$ cat config.mk
export PLATFORM = sky130hd
export DESIGN_NAME = fbfl_out_buf
export DESIGN_NICKNAME = d
export VERILOG_FILES = /design/src/rtl/fbfl_pkg.sv /design/src/rtl/fbfl_out_buf.sv
export SDC_FILE = /design/constraint.sdc
export NUM_CORES = 1
export LEC_CHECK = 0
export BUFFER_PORTS_ARGS = -buffer_cell sky130_fd_sc_hd__buf_4
export CORE_MARGIN = 2
export CORE_UTILIZATION = 35
export CTS_BUF_LIST = sky130_fd_sc_hd__clkbuf_16
export CTS_CLUSTER_SIZE = 14
export DETAILED_ROUTE_END_ITERATION = 8
export GPL_TIMING_DRIVEN = 0
export PLACE_DENSITY_LB_ADDON = 0.2
export SLEW_MARGIN = 10
export SYNTH_ARGS = -nofsm -noshare
export SYNTH_HDL_FRONTEND = slang
export SYNTH_SLANG_ARGS = --single-unit
export TNS_END_PERCENT = 20
$ cat constraint.sdc
create_clock -name clk -period 3.7 [get_ports clk]
set_input_delay 1.11 -clock clk [delete_from_list [all_inputs] [get_ports clk]]
set_output_delay 1.11 -clock clk [all_outputs]
set_load 0.005 [all_outputs]
$ cat src/rtl/fbfl_pkg.sv
// -----------------------------------------------------------------------------
// fbfl_pkg
// Types, constants and helpers for the fixed-block free-list allocator.
// -----------------------------------------------------------------------------
package fbfl_pkg;

  localparam int MAX_BLOCKS  = 1024;
  localparam int ALIGN_BYTES = 8;
  localparam int ALIGN_SH    = $clog2(ALIGN_BYTES);
  localparam int SIZE_LIMIT  = 4096;

  localparam int IDX_W  = $clog2(MAX_BLOCKS);
  localparam int CNT_W  = IDX_W + 1;
  localparam int SIZE_W = 13;
  localparam int OFF_W  = 22;
  localparam int PROD_W = IDX_W + SIZE_W;
  localparam int CFG_W  = 13;
  localparam int CFG_IDX_W = 2;

  typedef enum logic {
    REQ_ALLOC = 1'b0,
    REQ_FREE  = 1'b1
  } req_type_e;

  typedef enum logic [1:0] {
    ST_OK         = 2'd0,
    ST_EXHAUSTED  = 2'd1,
    ST_FREE_EMPTY = 2'd2
  } status_e;

  typedef enum logic [CFG_IDX_W-1:0] {
    REG_BLOCK_SIZE  = 2'd0,
    REG_BLOCK_COUNT = 2'd1
  } cfg_reg_e;

  typedef struct packed {
    req_type_e        req_type;
    logic [IDX_W-1:0] free_index;
  } req_t;

  typedef struct packed {
    status_e          status;
    logic [IDX_W-1:0] block_index;
    logic [OFF_W-1:0] byte_offset;
    logic [CNT_W-1:0] in_use;
  } rsp_t;

  // link table access for one cycle
  typedef struct packed {
    logic             we;
    logic [IDX_W-1:0] waddr;
    logic [IDX_W-1:0] wdata;
    logic [IDX_W-1:0] raddr;
  } ram_req_t;

  // clamp to [ALIGN_BYTES, SIZE_LIMIT], then round up to the alignment
  function automatic logic [SIZE_W-1:0] eff_size(input logic [SIZE_W-1:0] raw);
    logic [SIZE_W-1:0] s;
    s = raw;
    if (s > SIZE_W'(SIZE_LIMIT)) s = SIZE_W'(SIZE_LIMIT);
    if (s < SIZE_W'(ALIGN_BYTES)) s = SIZE_W'(ALIGN_BYTES);
    s = s + SIZE_W'(ALIGN_BYTES - 1);
    s[ALIGN_SH-1:0] = '0;
    return s;
  endfunction

  // zero acts as one, anything above the table depth as the depth
  function automatic logic [CNT_W-1:0] eff_count(input logic [CNT_W-1:0] raw);
    logic [CNT_W-1:0] c;
    c = raw;
    if (c == '0) c = CNT_W'(1);
    if (c > CNT_W'(MAX_BLOCKS)) c = CNT_W'(MAX_BLOCKS);
    return c;
  endfunction

endpackage

$ cat src/rtl/fbfl_out_buf.sv
// -----------------------------------------------------------------------------
// fbfl_out_buf
// Two-entry response buffer; room is taken from registered fill only.
// -----------------------------------------------------------------------------
module fbfl_out_buf import fbfl_pkg::*; (
  input  logic clk,
  input  logic rst,
  input  logic push,
  input  rsp_t push_item,
  output logic has_room,
  output logic rsp_valid,
  input  logic rsp_ready,
  output rsp_t rsp
);

  rsp_t       slots [2];
  logic [1:0] fill, fill_next;
  logic       wr_ptr, rd_ptr;
  logic       pop;

  assign pop       = rsp_valid && rsp_ready;
  assign rsp_valid = (fill != 2'd0);
  assign has_room  = (fill != 2'd2);
  assign rsp       = slots[rd_ptr];
  assign fill_next = fill + 2'(push) - 2'(pop);

  always_ff @(posedge clk) begin
    if (push) begin
      slots[wr_ptr] <= push_item;
    end
  end

  always_ff @(posedge clk) begin
    if (rst) begin
      fill   <= '0;
      wr_ptr <= 1'b0;
      rd_ptr <= 1'b0;
    end else begin
      fill <= fill_next;
      if (push) wr_ptr <= ~wr_ptr;
      if (pop)  rd_ptr <= ~rd_ptr;
    end
  end

endmodule

==> summary.md <==
| Metric | Value |
|---|---|
| Outcome | `completed` |
| Root buf cell | `clkbuf_16` |
| Fill count | `874` |
| Register clock-pin slew on the reported worst setup and hold paths | `0.06 ns` |
| Minimum clock period | `2.57 ns` |
| Fin. max-slew vios | `0` |
| Site Rows | `37` |
| Post-CTS sizing | `0` |
| R2R setup slack | `2.13 ns` |
| Total track usage | `0.116` |
| Die area | `0.0113 sq mm` |
| Commonest non-fill, non-tap cell in the layout | `buf_4` |
| Slew at the pin with the worst max-slew slack | `0.759 ns` |
| Pwr Density | `585 mW/mm^2` |
| Setup bufs post-CTS | `0` |
| Yosys Warn Count | `0` |
| Unique cell type count in the Yosys netlist | `16` |
| PortBufs | `95` |
| Final ANT Viol Nets | `0` |
| Largest net degree at the start of global routing | `24` |
| DRT Wirelength | `6130 microns` |
| Initial antenna violation count | `0` |
| Peak VDD IR | `0.000297 V` |
| Cts hold-fix bufs | `0` |
| Tightest Hold Check Type | `reg -> reg` |
| Non-Filler Cell Area, Final | `0.00487 sq mm` |
| Max Root-Sink Buffers | `2` |
| Die extent in x | `106 microns` |
| Syn_nets | `214` |
| Synthesized area | `0.00366 sq mm` |
| Layout cells sized above 1 | `0.587` |
| Max_slew headroom | `0.493` |
| Area Growth Syn to Fin | `33.2%` |
| Syn Inst Count | `163` |
| Worst-Skew Late Latency | `0.33 ns` |
| Worst-path fanout max | `10` |
| Drt first pass iters | `4` |
| Placed Instance Area | `0.00459 sq mm` |
| Vias | `1792` |
| Vias in the first global route | `1900` |
| Crit path launch type | `register` |
| Total gr overflow | `0` |
| FMAX | `389 MHz` |
| Data required, critical path | `2.59 ns` |
| Core area | `0.0102 sq mm` |
| Final Util | `0.476` |
| Max-cap violation count | `0` |
| Tcrit/Tclk final | `0.694` |
| Skew final | `0.00399 ns` |
| Num CTS Buffers | `9` |
| Initial core utilization | `0.357` |
| Number of diodes | `0` |
| Die height | `106 microns` |
| Clk sinks | `95` |
| Synthesized flop and latch total | `95` |
| Nets@finish | `322` |
| Boundary Pins | `96` |
| Setup CP Type | `reg -> out` |
| Setup violations, final | `0` |
| Dpl hpwl | `4090 microns` |
| Unrepaired setup endpoints after global routing | `false` |
| Avg Inst Size Synth | `22.4 sq um` |
| Worst setup EP type | `primary output` |
| CTS tree | `yes` |
| # H-tree levels | `3` |
| First-pass GRT wire length | `9670 microns` |
| Placer Congestion | `0.636` |
| Critical path arrival | `1.46 ns` |
| Static Leak | `1.92 nW` |
| Routed vias/inst | `4.35` |
| Initial DRC count | `45` |
| Wire per inst | `14.9 microns` |
| Most frequent cells in the layout | `95 x buf_4, 90 x edfxtp_1, 40 x mux2_4` |
| Register area share after synthesis | `0.767` |
| Drt drc | `0` |
| Final Hold Viols | `0` |
state kept, by name (all words and copies together) (netlist names), named ones only:
| register | flops |
|---|---|
| wr_ptr | 1 |
| fill | 2 |
| slots | 90 |
| rd_ptr | 1 |
cell type report:
class / instances / area [sq um] / area share
tap: 136 / 170 / 0.0350
clock inverter: 7 / 55.1 / 0.0113
timing repair buffer: 97 / 753 / 0.155
buffer: 5 / 56.3 / 0.0116
clock buffer: 9 / 225 / 0.0463
multi-input combinational: 61 / 798 / 0.164
inverter: 2 / 7.51 / 0.00154
sequential: 95 / 2800 / 0.576
metal layers:
layer	wire length (microns)	track usage	vias up
met1	2620	0.146	872
met4	136	0.0620	0
met5	0	0	-
li1	-	-	852
met3	351	0.0282	11
met2	3030	0.185	57
report_power, final:
group	total, W	internal [W]	switching [W]
clock	0.000868	0.000512	0.000357
combinational	0.000689	0.000435	0.000254
sequential	0.00129	0.00126	0.0000276
critical path, stage by stage (launching register included):
cell     delay, ns
dfxtp_1       0.32
buf_6         0.16
buf_6         0.19
mux2_4        0.31
buf_4         0.13
path summary, 6_finish.rpt:
path | to | cells past startpoint | startpoint
setup / recovery | rsp[38] | 4 | register
hold / removal | wr_ptr | 2 | wr_ptr
setup reg to reg | slots[1][9] | 2 | wr_ptr
hold reg to reg | wr_ptr | 2 | wr_ptr
cell families (layout without fill, tap and decap cells):
group	Yosys count	in the layout	share of synthesized area
multiplexers	47	47	0.186
buffers and inverters	7	120	0.0175
XOR/XNOR	2	2	0.00856
flip-flops	95	95	0.767
adder cells (fa/ha/maj)	2	2	0.00684
AO/OA/AOI/OAI	1	1	0.00205
AND/OR/NAND/NOR	9	9	0.0127
through the flow:
stage                     instances  setup TNS, ns  power [W]  hold WS (ns)  worst slack, ns
after detailed placement        396              0    0.00202         0.573             1.19
after global placement          394         -60.31    0.00200         0.514            -1.34
after global routing            412              0    0.00299         0.649             1.05
final                           412              0    0.00285         0.582             1.13
after CTS                       412              0    0.00289         0.590             1.10
after floorplan                 163              0    0.00172         0.496            0.134
cells in the mapped netlist:
cell type	instances	area share
o21a_1	1	0.0021
ha_1	2	0.0068
nor2b_1	3	0.0051
mux2_4	40	0.16
buf_6	5	0.015
mux2_2	5	0.015
edfxtp_1	90	0.74
dfxtp_1	5	0.027
xnor2_1	1	0.0024
nand2_1	1	0.0010
mux2_1	2	0.0062
or2_2	1	0.0017
and2_1	1	0.0017
nor2_1	3	0.0031
inv_1	2	0.0021
xnor3_1	1	0.0062
Power figures use the tool's default switching activity.
