### config.mk
export PLATFORM = sky130hd
export DESIGN_NAME = fbfl_list_ctrl
export DESIGN_NICKNAME = d
export VERILOG_FILES = /design/src/rtl/fbfl_pkg.sv /design/src/rtl/fbfl_list_ctrl.sv
export SDC_FILE = /design/constraint.sdc
export NUM_CORES = 1
export LEC_CHECK = 0
export BUFFER_PORTS_ARGS = -buffer_cell sky130_fd_sc_hd__buf_2
export CAP_MARGIN = 20
export CORE_UTILIZATION = 41
export CTS_CLUSTER_SIZE = 25
export DETAILED_ROUTE_END_ITERATION = 10
export PLACE_DENSITY = 0.65
export SYNTH_ARGS = -nofsm -noshare
export SYNTH_HDL_FRONTEND = slang
export SYNTH_SLANG_ARGS = --single-unit
### constraint.sdc
create_clock -name clk -period 7.4 [get_ports clk]
set_input_delay 0.37 -clock clk [delete_from_list [all_inputs] [get_ports clk]]
set_output_delay 0.37 -clock clk [all_outputs]
set_load 0.1 [all_outputs]
### src/rtl/fbfl_pkg.sv
// -----------------------------------------------------------------------------
// fbfl_pkg
// Types, constants and helpers for the fixed-block free-list allocator.
// -----------------------------------------------------------------------------
package fbfl_pkg;

  localparam int MAX_BLOCKS  = 1024;
  localparam int ALIGN_BYTES = 8;
  localparam int ALIGN_SH    = $clog2(ALIGN_BYTES);
  localparam int SIZE_LIMIT  = 4096;

  localparam int IDX_W  = $clog2(MAX_BLOCKS);
  localparam int CNT_W  = IDX_W + 1;
  localparam int SIZE_W = 13;
  localparam int OFF_W  = 22;
  localparam int PROD_W = IDX_W + SIZE_W;
  localparam int CFG_W  = 13;
  localparam int CFG_IDX_W = 2;

  typedef enum logic {
    REQ_ALLOC = 1'b0,
    REQ_FREE  = 1'b1
  } req_type_e;

  typedef enum logic [1:0] {
    ST_OK         = 2'd0,
    ST_EXHAUSTED  = 2'd1,
    ST_FREE_EMPTY = 2'd2
  } status_e;

  typedef enum logic [CFG_IDX_W-1:0] {
    REG_BLOCK_SIZE  = 2'd0,
    REG_BLOCK_COUNT = 2'd1
  } cfg_reg_e;

  typedef struct packed {
    req_type_e        req_type;
    logic [IDX_W-1:0] free_index;
  } req_t;

  typedef struct packed {
    status_e          status;
    logic [IDX_W-1:0] block_index;
    logic [OFF_W-1:0] byte_offset;
    logic [CNT_W-1:0] in_use;
  } rsp_t;

  // link table access for one cycle
  typedef struct packed {
    logic             we;
    logic [IDX_W-1:0] waddr;
    logic [IDX_W-1:0] wdata;
    logic [IDX_W-1:0] raddr;
  } ram_req_t;

  // clamp to [ALIGN_BYTES, SIZE_LIMIT], then round up to the alignment
  function automatic logic [SIZE_W-1:0] eff_size(input logic [SIZE_W-1:0] raw);
    logic [SIZE_W-1:0] s;
    s = raw;
    if (s > SIZE_W'(SIZE_LIMIT)) s = SIZE_W'(SIZE_LIMIT);
    if (s < SIZE_W'(ALIGN_BYTES)) s = SIZE_W'(ALIGN_BYTES);
    s = s + SIZE_W'(ALIGN_BYTES - 1);
    s[ALIGN_SH-1:0] = '0;
    return s;
  endfunction

  // zero acts as one, anything above the table depth as the depth
  function automatic logic [CNT_W-1:0] eff_count(input logic [CNT_W-1:0] raw);
    logic [CNT_W-1:0] c;
    c = raw;
    if (c == '0) c = CNT_W'(1);
    if (c > CNT_W'(MAX_BLOCKS)) c = CNT_W'(MAX_BLOCKS);
    return c;
  endfunction

endpackage

### src/rtl/fbfl_list_ctrl.sv
// -----------------------------------------------------------------------------
// fbfl_list_ctrl
// Free-list head, use count, config registers and the table init sweep.
// Computes one response per accepted request.
// -----------------------------------------------------------------------------
module fbfl_list_ctrl import fbfl_pkg::*; (
  input  logic                 clk,
  input  logic                 rst,
  input  logic                 cfg_we,
  input  logic [CFG_IDX_W-1:0] cfg_index,
  input  logic [CFG_W-1:0]     cfg_data,
  input  logic                 acc,
  input  req_t                 req,
  input  logic [IDX_W-1:0]     head_link,
  output ram_req_t             ram,
  output rsp_t                 result,
  output logic                 clearing
);

  logic [IDX_W-1:0]  head, head_next;
  logic [CNT_W-1:0]  used, used_next;
  logic [CNT_W-1:0]  cnt, cnt_next;
  logic [SIZE_W-1:0] size, size_next;
  logic              clr_active, clr_active_next;
  logic [IDX_W-1:0]  clr_addr, clr_addr_next;
  logic [PROD_W-1:0] prod;

  assign prod     = PROD_W'(head) * PROD_W'(size);
  assign clearing = clr_active;

  always_comb begin
    head_next       = head;
    used_next       = used;
    cnt_next        = cnt;
    size_next       = size;
    clr_active_next = clr_active;
    clr_addr_next   = clr_addr;
    ram             = '0;
    result          = '0;
    result.status   = ST_OK;
    result.in_use   = used;

    if (clr_active) begin
      // entry i <- i-1, entry 0 <- 0
      ram.we        = 1'b1;
      ram.waddr     = clr_addr;
      ram.wdata     = (clr_addr == '0) ? '0 : clr_addr - IDX_W'(1);
      clr_addr_next = clr_addr + IDX_W'(1);
      if (clr_addr == IDX_W'(MAX_BLOCKS - 1)) clr_active_next = 1'b0;
    end else if (acc) begin
      case (req.req_type)
        REQ_ALLOC: begin
          if (used >= cnt) begin
            result.status = ST_EXHAUSTED;
          end else begin
            result.block_index = head;
            result.byte_offset = prod[OFF_W-1:0];
            head_next          = head_link;
            used_next          = used + CNT_W'(1);
          end
        end
        REQ_FREE: begin
          if (used == '0) begin
            result.status = ST_FREE_EMPTY;
          end else begin
            ram.we    = 1'b1;
            ram.waddr = req.free_index;
            ram.wdata = head;
            head_next = req.free_index;
            used_next = used - CNT_W'(1);
          end
        end
        default: ;
      endcase
      result.in_use = used_next;
    end

    if (cfg_we) begin
      case (cfg_index)
        REG_BLOCK_SIZE: begin
          size_next = eff_size(cfg_data[SIZE_W-1:0]);
        end
        REG_BLOCK_COUNT: begin
          cnt_next        = eff_count(cfg_data[CNT_W-1:0]);
          head_next       = IDX_W'(cnt_next - CNT_W'(1));
          used_next       = '0;
          clr_active_next = 1'b1;
          clr_addr_next   = '0;
        end
        default: ;
      endcase
    end

    // keep the link of the head ready for the next cycle
    ram.raddr = head_next;
  end

  always_ff @(posedge clk) begin
    if (rst) begin
      head       <= IDX_W'(MAX_BLOCKS - 1);
      used       <= '0;
      cnt        <= CNT_W'(MAX_BLOCKS);
      size       <= SIZE_W'(ALIGN_BYTES);
      clr_active <= 1'b1;
      clr_addr   <= '0;
    end else begin
      head       <= head_next;
      used       <= used_next;
      cnt        <= cnt_next;
      size       <= size_next;
      clr_active <= clr_active_next;
      clr_addr   <= clr_addr_next;
    end
  end

endmodule

==> impl_metrics.toml <==
[logic_synthesis]
synth_top_cell_by_area = "fa_1"
yosysMostFrequentCell = "nand2_1"
netlist_area_um2 = 7445
netlist_instances = 945
synth-main-ff-cell = "dfxtp_1"
synth_top_cell_area_share = 0.1640
synth_warnings = 0
synthTopCellsByCount = "nand2_1 (116), and2_1 (81), inv_1 (81)"
synth_enable_flop_cells = 0
ys_ff_latch = 53
async_reset_ff_frac = 0
synth_area_leaders = "fa_1 (16%), dfxtp_1 (14%), ha_1 (11%), and2_1 (6.8%), nand2_1 (5.8%)"
syn_area_per_cell_um2 = 7.878
synth_cell_types = 72
ys_seq_area_frac = 0.1425

[worst_setup_path]
critPathTopFamily = "adder cells"
crit_chain = "nand2_1 -> fa_1 -> fa_1 -> inv_1 -> fa_1 -> fa_1 -> inv_1 -> fa_1 -> inv_1 -> ha_1 -> a21oi_1 -> o22ai_1 -> a211oi_2 -> nand3_1 -> a221oi_1 -> mux2i_1 -> buf_2"
startpoint_type = "flop"
path_common_cell = "fa_1"
crit_path_end_kind = "output pin"
arrival_ps = 6090
worstSetupPathType = "flop to output pin"
required_ps = 7030
slowest_stage = "dfxtp_1"
worst-path-max-fanout = 14
reg2regPathDepth = 5
crit_path_max_incr_delay_ps = 670
path_buf_inv = 4
cp.depth = 17

[clocking]
htree_levels = 2
cts_setup_buffers = 0
cts_tree = "yes"
ctsResizeCount = 0
clock_latency_ps = 300
cts_hold_buffers = 0
clk_path_buf_depth = 2
clk_pin_slew_ps = 70
cts_root_buf = "clkbuf_16"
cts.sinks = 53
cts_buffers = 5

[detailed_routing]
avgViaCountPerCell = 5.532
antenna_left = 0
avgRoutedWirePerCell_um = 16.68
drt_pass1_iterations = 5
wirelength_um = 20460
drtIter0Drc = 357
vias = 6788
post-route-drc-count = 0

[die]
core_um2 = 17540
die_h_um = 136.8
pin_count = 117
die_w_um = 136.8
dieArea_um2 = 18700
initial_core_util = 0.4245
rows = 48

[timing]
slew_viol_final = 0
worst_slew_pin_slew_ps = 1064
rsz0062_at_grt = "no"
setup_viol = 0
min_period_ps = 6460
whs_ps = 386.2
fmax_mhz = 154.8
fin_crit_sh = 0.8730
hold_violations = 0
finClkSkew_ps = 8.680
slew_headroom = 0.2881
tns_ps = 0

[global_routing]
grt_pass1_vias = 6598
track_usage = 0.2301
grt_pass1_wl_um = 33770
overflow = 0
antenna_found_initial = 0
grt_max_degree = 37

[finish]
area_growth_pct = 9.681
nets = 1171
antenna_cells = 0
layout-drive-gt1-share = 0.1487

[placement]
place_congestion = 0.8427
hpwl_um = 16260
io_buffers = 113

[power]
vdd_drop_max_v = 0.0001101
p_leak_nw = 3.873
power.density_nw_per_um2 = 122.8

[status]
status = "finished clean"

[job]
cap_viol_max_count = 0

[min_path]
hold-path-cell-count = 2
hold_class = "input pin to flop"
==> registers in the layout, summed over array words and instances (netlist names) <==
signal,count
head,10
cnt,11
used,11
clearing,1
clr_addr,10
size,10
==> metrics by stage <==
step | std cells | power (mW) | setup WS [ps] | util | cell area [µm²]
floorplan | 947 | 0.6707 | 360.7 | - | 7452
global placement | 1220 | 0.7631 | 1388 | 0.4573 | 8019
detailed placement | 1220 | 0.7654 | 1255 | 0.4573 | 8019
CTS | 1227 | 1.009 | 924.7 | 0.4656 | 8165
global route | 1227 | 1.069 | 537.1 | 0.4656 | 8165
finish | 1227 | 1.003 | 940.2 | 0.4656 | 8165
==> layout by cell type, fill, tap and decap left out, types with 3 or more instances in the layout <==
master	n
fa_1	61
xnor2_1	22
a22o_1	6
nand3_1	30
nand2_1	116
conb_1	3
o31ai_1	4
mux2i_1	9
ha_1	68
and2_1	81
nor2_1	61
or3_1	8
a32oi_1	4
a221oi_1	7
xor2_1	20
clkbuf_16	5
nand2b_1	10
a22oi_1	10
a211oi_1	6
nand4_1	9
a311oi_1	4
o21bai_1	4
nor4_2	4
o21ai_0	29
nor2b_1	12
a21o_1	6
a21oi_1	45
and3_1	4
o21a_1	7
nor4_1	6
nor3_4	3
inv_1	81
nand3b_1	8
buf_2	113
a31oi_1	13
dfxtp_1	53
nor3_1	26
==> report_power, final <==
group	switching [mW]	leakage, nW	internal, mW
combinational	0.309	3.37	0.146
clock	0.108	0.0690	0.133
sequential	0.0156	0.429	0.291
==> final timing paths <==
path                                     startpoint              endpoint  slack, ps
worst min-delay path                   cfg_data[12]  size[3]$_SDFFE_PP1P_        390
worst max-delay path             head[0]$_SDFF_PP1_            result[31]        940
worst max register to register  clearing$_SDFF_PP1_    used[6]$_SDFF_PP0_       4060
worst min register to register  cnt[8]$_SDFFE_PP0P_   cnt[8]$_SDFFE_PP0P_        450
==> cells by family after synthesis <==
group	after synthesis	share of synthesized area
AOI/OAI and AO/OA	166	0.1528
xor gates and xnor gates	42	0.04941
adders and majority gates	129	0.2783
buffers and inverters	148	0.08050
DFF	53	0.1425
muxes	10	0.01361
other	1	0.0005037
and+or+nand+nor	396	0.2824
==> final cells by class <==
class | count | area (µm²)
clock buffers | 6 | 138.9
fillers | 1758 | 9371
repair buffers | 115 | 580.6
inverters | 81 | 304.0
multi-input cells | 746 | 5792
well taps | 225 | 281.5
flip-flops and latches | 53 | 1061
clock inverters | 1 | 7.507
==> metal layers <==
layer	up-vias	wire, µm	share of wire	global-route usage
met5	-	0	0	0
met4	0	315	0.015	0.05247
met3	24	1012	0.049	0.03074
met2	220	9563	0.47	0.3799
met1	3235	9569	0.47	0.3171
li1	3309	-	-	-
No activity file was read; power rests on OpenSTA's default activity.
